==> config.mk <==
export PLATFORM = sky130hd
export DESIGN_NAME = bast_ctrl
export DESIGN_NICKNAME = d
export VERILOG_FILES = /design/src/rtl/bast_pkg.sv /design/src/rtl/bast_ctrl.sv
export SDC_FILE = /design/constraint.sdc
export NUM_CORES = 1
export LEC_CHECK = 0
export ABC_AREA = 0
export BUFFER_PORTS_ARGS = -buffer_cell sky130_fd_sc_hd__buf_2
export CAP_MARGIN = 10
export CORE_AREA = 2 2 39 41
export DETAILED_ROUTE_END_ITERATION = 10
export DIE_AREA = 0 0 41 43
export GPL_TIMING_DRIVEN = 0
export PLACE_DENSITY = 0.38
export SLEW_MARGIN = 0
export SYNTH_ARGS = -nofsm -noshare
export SYNTH_HDL_FRONTEND = slang
export SYNTH_SLANG_ARGS = --single-unit
==> constraint.sdc <==
create_clock -name clk -period 2.58 [get_ports clk]
set_input_delay 0.258 -clock clk [delete_from_list [all_inputs] [get_ports clk]]
set_output_delay 0.258 -clock clk [all_outputs]
set_load 0.005 [all_outputs]
==> src/rtl/bast_pkg.sv <==
// Shared types and constants for the bounded adjacency slot table.
// Used by bast_ctrl, bast_dpath and bounded_adjacency_slot_table; no dependencies.
package bast_pkg;

  localparam int NODES_DEF        = 128;
  localparam int PARENT_SLOTS_DEF = 8;
  localparam int CHILD_SLOTS_DEF  = 8;

  localparam int NODE_W     = 7;
  localparam int WEIGHT_W   = 16;
  localparam int SLOT_IDX_W = 3;
  localparam int CFG_W      = 8;
  localparam int COUNT_W    = 4;
  localparam int ID_OUT_W   = 8;
  localparam int TOTAL_W    = 11;

  localparam int IN_DATA_W  = 40;
  localparam int IN_USER_W  = 2;
  localparam int OUT_DATA_W = 56;

  localparam logic [CFG_W-1:0]    NODE_COUNT_RST = 8'd128;
  localparam logic [ID_OUT_W-1:0] EMPTY_CODE     = 8'd128;
  localparam logic [TOTAL_W-1:0]  TOTAL_MAX      = '1;

  typedef enum logic [1:0] {
    ACT_INSERT = 2'd0,
    ACT_TEST   = 2'd1,
    ACT_COUNT  = 2'd2,
    ACT_READ   = 2'd3
  } action_t;

  typedef enum logic [1:0] {
    ST_CLEAR,
    ST_IDLE,
    ST_LOOK
  } state_t;

  typedef struct packed {
    logic clear;
    logic capture;
    logic commit;
  } cmd_t;

  typedef struct packed {
    logic clear_last;
    logic out_free;
  } status_t;

  // input word, last field (node_a) in the lowest bits
  typedef struct packed {
    logic [6:0]            pad;
    logic [SLOT_IDX_W-1:0] slot_index;
    logic [WEIGHT_W-1:0]   edge_weight;
    logic [NODE_W-1:0]     node_b;
    logic [NODE_W-1:0]     node_a;
  } in_word_t;

  // result word, last field (edge_found) in the lowest bits
  typedef struct packed {
    logic                  pad;
    logic [TOTAL_W-1:0]    edge_total;
    logic [WEIGHT_W-1:0]   slot_weight;
    logic [ID_OUT_W-1:0]   slot_child;
    logic [ID_OUT_W-1:0]   slot_parent;
    logic [COUNT_W-1:0]    child_count;
    logic [COUNT_W-1:0]    parent_count;
    logic                  child_list_full;
    logic                  parent_list_full;
    logic                  bad_index;
    logic                  edge_found;
  } out_word_t;

endpackage

==> src/rtl/bast_ctrl.sv <==
// Controller for the bounded adjacency slot table: clear pass, accept, commit.
// Depends on bast_pkg; drives commands to bast_dpath.
module bast_ctrl (
  input  logic               clk,
  input  logic               rst_n,
  input  logic               in_tvalid,
  output logic               in_tready,
  input  bast_pkg::status_t  status,
  output bast_pkg::cmd_t     cmd
);

  bast_pkg::state_t state_r, state_nxt;

  always_ff @(posedge clk) begin
    if (!rst_n) begin
      state_r <= bast_pkg::ST_CLEAR;
    end else begin
      state_r <= state_nxt;
    end
  end

  always_comb begin
    state_nxt = state_r;
    cmd       = '0;
    in_tready = 1'b0;
    unique case (state_r)
      bast_pkg::ST_CLEAR: begin
        cmd.clear = 1'b1;
        if (status.clear_last) begin
          state_nxt = bast_pkg::ST_IDLE;
        end
      end
      bast_pkg::ST_IDLE: begin
        in_tready = 1'b1;
        if (in_tvalid) begin
          cmd.capture = 1'b1;
          state_nxt   = bast_pkg::ST_LOOK;
        end
      end
      bast_pkg::ST_LOOK: begin
        if (status.out_free) begin
          cmd.commit = 1'b1;
          state_nxt  = bast_pkg::ST_IDLE;
        end
      end
      default: begin
        state_nxt = bast_pkg::ST_CLEAR;
      end
    endcase
  end

endmodule

==> run metrics, run 1 <==
outcome finished, final reports clean; delay-heaviest family, CP flip-flops; R2R cell count 2; cts bufs inserted 3; Worst EP required 2320 ps; Initial Util 8.32%; vias in the first global route 153; fmax 793 MHz; Layout area overhead 71.7%; cts hold-fix bufs 0; Final period util 48.9%; Port Buf Inserts 8; fin nets 30; Die H 43 um; register area 40.0 um2; Reg2Reg Capture Point state_r[0]$_SDFFE_PN0P_; clock latency on the worst-skew pair 220 ps; DRC viols 0; post-synthesis sequential area ratio 34.8%; first-pass GRT wire length 586 um; clk root buf clkbuf_4; Multi-input gate area 75.1 um2; Setup violations, final 0; Syn Inst Count 12; Hold Crit Endpoint state_r[1]$_SDFFE_PN0P_; synth warn 0; Final Skew 1.99 ps; Top reg by flops state_r; commonest non-fill, non-tap cell in the layout buf_2; Die Wd 41 um; largest net degree at the start of global routing 8; worst hold path class input pin to flip-flop; synth unique cells 10; Crit. Startpoint state_r[1]$_SDFFE_PN0P_; antenna viol nets, final 0; Core Util, Final 14.3%; CTS Buffer Depth 2; most frequent cells in the layout 8 x buf_2, 3 x clkbuf_4, 2 x nor2_1, 2 x dfxtp_1; Slew HR 86.6%; HP Start rst_n; Synth area leader dfxtp_1; drt via density 3.46; Tmin final 1260 ps; Slowest-stage cell, CP dfxtp_1; R2R Setup Slk 1530 ps; WP buf/inv 1; arrival time worst endpoint 1000 ps; share of cells above drive strength 1 60.9%; Die ar. 1760 um2; Worst VDD drop 106 uV; setup TNS 0 ps; Slew Viols, Final 0; gpl congestion 0.636; CTS tree yes; Critical Path Fanout Max 7; worst slack, placed 1530 ps; 1st-pass router iterations 2; global route overflow 0; n_diodes 0; row cnt 14; routed vias 135; share of the synthesized area in the top cell type 34.8%; final wirelength 342 um; Largest regs state_r: 2 flops; synthesized flop and latch total 2; Slew @ Worst Pin 200 ps; CTS clk-pin slew, worst paths 30 ps; Pwr Density 628 nW/um2; Avg Inst Size Synth 9.59 um2; CORE AREA 1380 um2; CP Capture Type primary output; TritonCTS Sinks 2; CTS resizes 0; Mapped Nets 17; max-cap viol count 0; initial antenna violation count 0; max reg flops 2; post-route setup slack 1320 ps; critical path class flip-flop to primary output; Filler Cells Inserted 157; critical path, cell by cell and3b_2, buf_2; Static Leakage 0.102 nW; slowest stage delay, CP 410 ps; All-Layer GR Usage 5.72%; CTS HTree Levels 1; CP Launch Type flip-flop; final hold vios 0; Synth Cell Area 115 um2; Post-CTS Setup Inserts 0; synth top area cells dfxtp_1 35%, mux2_4 13%, and3b_2 8.7%, o211a_1 8.7%, and2b_2 7.6%; Crit Reg-Reg Startpoint state_r[1]$_SDFFE_PN0P_; First DRT Iteration DRCs 1; DR WL/cell 8.77 um; Top-Level Pins 9; RSZ-0062 raised after global routing false; WHS Path Cells 2
==> worst register-to-register path, stage by stage (launching register included) <==
cell	delay (ps)
dfxtp_1	410
mux2_4	320
o211a_1	200
==> worst max path at each step <==
stage	endpoint	slack (ps)	cells after the start
2_1_floorplan	state_r[0]$_SDFFE_PN0P_	1590	2
3_3_place_gp	state_r[0]$_SDFFE_PN0P_	1560	2
3_5_place_dp	state_r[0]$_SDFFE_PN0P_	1530	2
4_1_cts	cmd[1]	1310	2
5_1_grt	cmd[1]	1230	2
6_report	cmd[1]	1320	2
==> Yosys cell counts <==
master,count
dfxtp_1,2
nor2_1,2
and2b_2,1
and3b_2,1
mux2_4,1
nand2_1,1
nor3b_1,1
o211a_1,1
o21a_1,1
o21ai_0,1
==> metal layers <==
layer	routed length (um)	vias up	track usage, %
li1	-	66	-
met1	157	56	6.73
met2	113	11	5.63
met3	55	2	1.57
met4	15	0	10.0
met5	0	-	0
==> area by class of cell <==
type,count,area share [%]
multi-input cells,10,38.0
well taps,16,10.1
repair buffers,8,20.3
flip-flops and latches,2,20.3
clock buffers,3,11.4
==> cells by family after synthesis <==
logic type / count (synthesis) / synth area share [%]
AND/OR/NAND/NOR: 6 / 32.6
AO/OA/AOI/OAI: 3 / 19.6
flip-flops: 2 / 34.8
multiplexers: 1 / 13.0
==> metrics by stage <==
step | hold WS [ps] | std cells | area [um2] | power [mW]
after global routing | 288 | 39 | 198 | 0.133
after detailed placement | 508 | 36 | 175 | 0.0561
after global placement | 494 | 36 | 175 | 0.0550
after floorplan | 376 | 12 | 115 | 0.0459
final | 284 | 39 | 198 | 0.124
after CTS | 272 | 39 | 198 | 0.129
==> report_power, final <==
part | switching [mW] | internal, mW | leakage [nW] | total [mW]
sequential | 0.00355 | 0.0335 | 0.0165 | 0.0371
clock | 0.0172 | 0.0512 | 0.0138 | 0.0685
combinational | 0.00695 | 0.0116 | 0.0719 | 0.0185
No activity file was read; power rests on OpenSTA's default activity.
==> inputs of run 2 (changes only) <==
clock period = 1.13 ns   (was 2.58 ns; I/O delays follow)
==> run 2 against run 1 <==
  * Global-route usage unchanged
  * Final cell count unchanged
  * Critical endpoint unchanged
  * Non-clock buffer count unchanged
==> run metrics, run 2 (synthesized netlist as in run 1, its figures left out) <==
outcome finished, final reports clean; CP Launch Type flip-flop; fin nets 30 (unchanged); DR WL/cell 8.77 um (unchanged); Critical Path Fanout Max 7 (unchanged); Top-Level Pins 9 (unchanged); RSZ-0062 raised after global routing false; cts bufs inserted 3 (unchanged); First DRT Iteration DRCs 1 (unchanged); commonest non-fill, non-tap cell in the layout buf_2; Worst EP required 1020 ps (-1300 ps); global route overflow 0 (unchanged); worst hold path class input pin to flip-flop; Final Skew 1.99 ps (unchanged); largest net degree at the start of global routing 8 (unchanged); fmax 950 MHz; Die H 43 um (unchanged); cts hold-fix bufs 0 (unchanged); CTS HTree Levels 1 (unchanged); initial antenna violation count 0 (unchanged); Die Wd 41 um (unchanged); Static Leakage 0.103 nW (+0.67%); clock latency on the worst-skew pair 220 ps (about the same); All-Layer GR Usage 5.72% (unchanged); gpl congestion 0.636 (unchanged); placed insts 36 (unchanged); share of cells above drive strength 1 69.6% (+8.7 points); Post-CTS Setup Inserts 0 (unchanged); drt via density 3.46 (unchanged); CP Capture Type primary output; Layout area overhead 73.9%; clk root buf clkbuf_4; row cnt 14 (unchanged); Top reg by flops state_r; Largest regs state_r: 2 flops; most frequent cells in the layout 8 x buf_2, 3 x clkbuf_4, 2 x nor2_1, 2 x dfxtp_2; Slew HR 88.6% (+1.9 points); max reg flops 2 (unchanged); Initial Util 8.32% (unchanged); max-cap viol count 0 (unchanged); vias in the first global route 153 (unchanged); n_diodes 0 (unchanged); final wirelength 342 um (unchanged); final hold vios 0 (unchanged); 1st-pass router iterations 2 (unchanged); CTS clk-pin slew, worst paths 30 ps (about the same); Slew Viols, Final 0 (unchanged); DRC viols 0 (unchanged); Slew @ Worst Pin 170 ps (-30.7 ps); CORE AREA 1380 um2 (unchanged); final non-filler cell total 39 (unchanged); routed vias 135 (unchanged); antenna viol nets, final 0 (unchanged); arrival time worst endpoint 940 ps (-60 ps); first-pass GRT wire length 586 um (unchanged); CTS tree yes; power consumption 285 uW (+130%); Tmin final 1050 ps; Port Buf Inserts 8 (unchanged); Die ar. 1760 um2 (unchanged); Worst VDD drop 241 uV (+130%); TritonCTS Sinks 2 (unchanged); CTS Buffer Depth 2 (unchanged); critical path class flip-flop to primary output; Pwr Density 1420 nW/um2 (+130%); setup TNS 0 ps (unchanged); Setup violations, final 0 (unchanged); Final period util 93.2%
-- run 2: cell counts in the layout (fill, tap and decap cells not counted) --
No cell type changed its count.
-- run 2: through the flow --
stage	utilization, %	worst slack [ps]	area [um2]	hold WS, ps
after floorplan	-	140	115	231
after global placement	12.7	114	175	349
after detailed placement	12.7	79.9	175	363
after CTS	14.3	1.34	198	127
after global routing	14.5	13.0	200	143
final	14.5	77.0	200	139
-- run 2: power breakdown --
group	switching, mW	internal [mW]	total [mW]
sequential	0.00810	0.0777	0.0858
clock	0.0394	0.117	0.156
combinational	0.0159	0.0265	0.0424
total	0.0633	0.221	0.285
-- run 2: final timing paths --
kind                                start                 endpoint  slack [ps]  cells past startpoint
setup / recovery  state_r[1]$_SDFFE_PN0P_                   cmd[1]          80                      2
hold / removal                      rst_n  state_r[1]$_SDFFE_PN0P_         140                      2
setup reg to reg  state_r[1]$_SDFFE_PN0P_  state_r[0]$_SDFFE_PN0P_         140                      2
hold reg to reg   state_r[0]$_SDFFE_PN0P_  state_r[0]$_SDFFE_PN0P_         560                      1
-- run 2: cell type report --
class / count / area [um2]
fill: 157 / 1180
multi-input combinational: 10 / 75.1
tap: 16 / 20.0
clock buffer: 3 / 22.5
sequential: 2 / 42.5
timing repair buffer: 8 / 40.0
-- run 2: worst max-delay path, stage by stage (launching register included) --
cell	delay, ps
dfxtp_2	360
and3b_2	230
buf_2	120
-- run 2: per-layer routing --
metal	up-vias	global-route usage, %	routed length (um)
li1	66	-	-
met1	56	6.73	157
met2	11	5.63	113
met3	2	1.57	55
met4	0	10.0	15
met5	-	0	0
-- run 2: what timing repair did --
item	4_1_cts	5_1_grt
setup endpoints to repair	0	3
gates resized for setup	0	2
hold endpoints to repair	0	0
==> inputs of run 3 (changes only) <==
BUFFER_PORTS_ARGS = -buffer_cell sky130_fd_sc_hd__buf_4   (was -buffer_cell sky130_fd_sc_hd__buf_2)
==> run 3 against run 2 <==
  * Combinational power is 23% higher
  * Critical path depth stayed put
  * Register-to-register slack hardly changed
  * Setup slack worse by 9.6 ps
  * Utilization is 1.4 points higher
  * Via count is 8.1% lower
  * Power is 3.0% higher
  * Clock power hardly changed
  * Global-route usage is 0.31 points lower
  * Routed wire length is 0.88% lower
  * First-iteration DRC count is 100% lower
  * Critical endpoint unchanged
  * Largest cell class unchanged
  * Largest power group unchanged
  * Highest routed layer is now met3
==> run metrics, run 3 (synthesized netlist as in run 1, its figures left out) <==
Internal 231 uW (+4.2%); clock share of power 52.7% (-2.2 points); DR WL/cell 8.69 um (-0.88%); max reg flops 2 (unchanged); Die Wd 41 um (unchanged); Static Leakage 0.108 nW (+5.0%); CTS tree yes; register area 42.5 um2 (unchanged); Die H 43 um (unchanged); Slew @ Worst Pin 166 ps (-3.56 ps); arrival time worst endpoint 950 ps (about the same); Critical Path End cmd[1]; clock latency on the worst-skew pair 220 ps (about the same); first-pass GRT wire length 572 um (-2.4%); antenna viol nets, final 0 (unchanged); Multi-input gate area 75.1 um2 (unchanged); drt via density 3.18 (-8.1%); Die ar. 1760 um2 (unchanged); Critical Path Fanout Max 7 (unchanged); Seq pwr share 29.4% (-0.8 points); Slew HR 88.8% (+0.24 points); Tmin final 1060 ps (+9.64 ps); DRC viols 0 (unchanged); Setup violations, final 0 (unchanged); R2R cell count 2 (unchanged); TritonCTS Sinks 2 (unchanged); Worst EP required 1020 ps (about the same); hold slack 125 ps (-13.8 ps); critical path class flip-flop to primary output; Reg2Reg Capture Point state_r[0]$_SDFFE_PN0P_; cts hold-fix bufs 0 (unchanged); combinational cell fraction of total power 17.8% (+2.9 points); fmax 941 MHz (-0.91%); Final period util 94.0% (+0.85 points); max-cap viol count 0 (unchanged); Initial Util 8.32% (unchanged); CP Capture Type primary output; worst hold path class input pin to flip-flop; Top-Level Pins 9 (unchanged); First DRT Iteration DRCs 0 (-1); Final Skew 0.146 ps (-1.85 ps); switching part of the total 21.3% (-0.92 points); Pwr Density 1330 nW/um2 (-6.4%); cts bufs inserted 3 (unchanged); Port Buf Inserts 8 (unchanged); Largest regs state_r: 2 flops; CP Launch Type flip-flop; switching power 62.5 uW (-1.3%); setup TNS 0 ps (unchanged); row cnt 14 (unchanged); Top reg by flops state_r; CORE AREA 1380 um2 (unchanged); vias in the first global route 142 (-7.2%); 1st-pass router iterations 1 (-1); CTS HTree Levels 1 (unchanged); outcome finished, final reports clean; final hold vios 0 (unchanged); gpl congestion 0.611 (-3.9%); routed vias 124 (-8.1%); Layout area overhead 91.3%; Filler Cells Inserted 149 (-5.1%); Slew Viols, Final 0 (unchanged); clk root buf clkbuf_4; most frequent cells in the layout 8 x buf_4, 3 x clkbuf_4, 2 x nor2_1, 2 x dfxtp_2; commonest non-fill, non-tap cell in the layout buf_4; Crit. Startpoint state_r[1]$_SDFFE_PN0P_; RSZ-0062 raised after global routing false; global route overflow 0 (unchanged); R2R Setup Slk 140 ps (about the same); final wirelength 339 um (-0.88%); All-Layer GR Usage 5.41% (-0.31 points); Core Util, Final 15.9% (+1.4 points); n_diodes 0 (unchanged); share of cells above drive strength 1 69.6% (unchanged); CTS Buffer Depth 2 (unchanged); Crit Reg-Reg Startpoint state_r[1]$_SDFFE_PN0P_; fin nets 30 (unchanged); CTS clk-pin slew, worst paths 30 ps (about the same); Worst VDD drop 367 uV (+52%); initial antenna violation count 0 (unchanged); largest net degree at the start of global routing 8 (unchanged)
==> run 3: metrics by stage <==
stage,total power [mW],instances,setup slack (ps),cell area [um2]
after floorplan,0.105,12,140,115
after global placement,0.136,36,112,195
after detailed placement,0.138,36,87.1,195
after CTS,0.302,39,47.5,219
after global routing,0.316,39,8.84,220
final,0.293,39,67.3,220
==> run 3: cell type report <==
type | instances | share of cell area (%)
multi-input cells | 10 | 34.1
repair buffers | 8 | 27.3
flip-flops and latches | 2 | 19.3
clock buffers | 3 | 10.2
well taps | 16 | 9.09
==> run 3: how the worst min path moves through the flow <==
stage | from | endpoint | slack, ps | depth (start not counted)
after CTS | rst_n | state_r[1]$_SDFFE_PN0P_ | 120 | 2
after floorplan | rst_n | state_r[1]$_SDFFE_PN0P_ | 230 | 1
after global routing | rst_n | state_r[1]$_SDFFE_PN0P_ | 130 | 2
after global placement | rst_n | state_r[1]$_SDFFE_PN0P_ | 340 | 2
final | rst_n | state_r[1]$_SDFFE_PN0P_ | 130 | 2
after detailed placement | rst_n | state_r[1]$_SDFFE_PN0P_ | 350 | 2
==> run 3: power by group through the flow <==
stage	sequential, mW	clock (mW)	combinational [mW]
floorplan	0.0835	0	0.0214
global placement	0.0847	0	0.0510
detailed placement	0.0854	0	0.0522
CTS	0.0849	0.165	0.0527
global route	0.0874	0.171	0.0579
finish	0.0862	0.155	0.0523
==> run 3: critical path, stage by stage, from the launching register on <==
cell	delay, ps
dfxtp_2	370
and3b_2	230
buf_4	130
==> run 3: layer usage <==
metal / GRT usage (%) / part of all wire, %
met1: 6.71 / 51
met2: 5.63 / 31
met3: 4.71 / 17
met4: 4.00 / 0
met5: 0 / 0
==> run 3: repair_timing <==
item / in CTS / in global routing
setup endpoints to repair: 1 / 1
gates resized for setup: 1 / 1
endpoints found under the hold margin: 0 / 0
setup buffers: 0 / 0
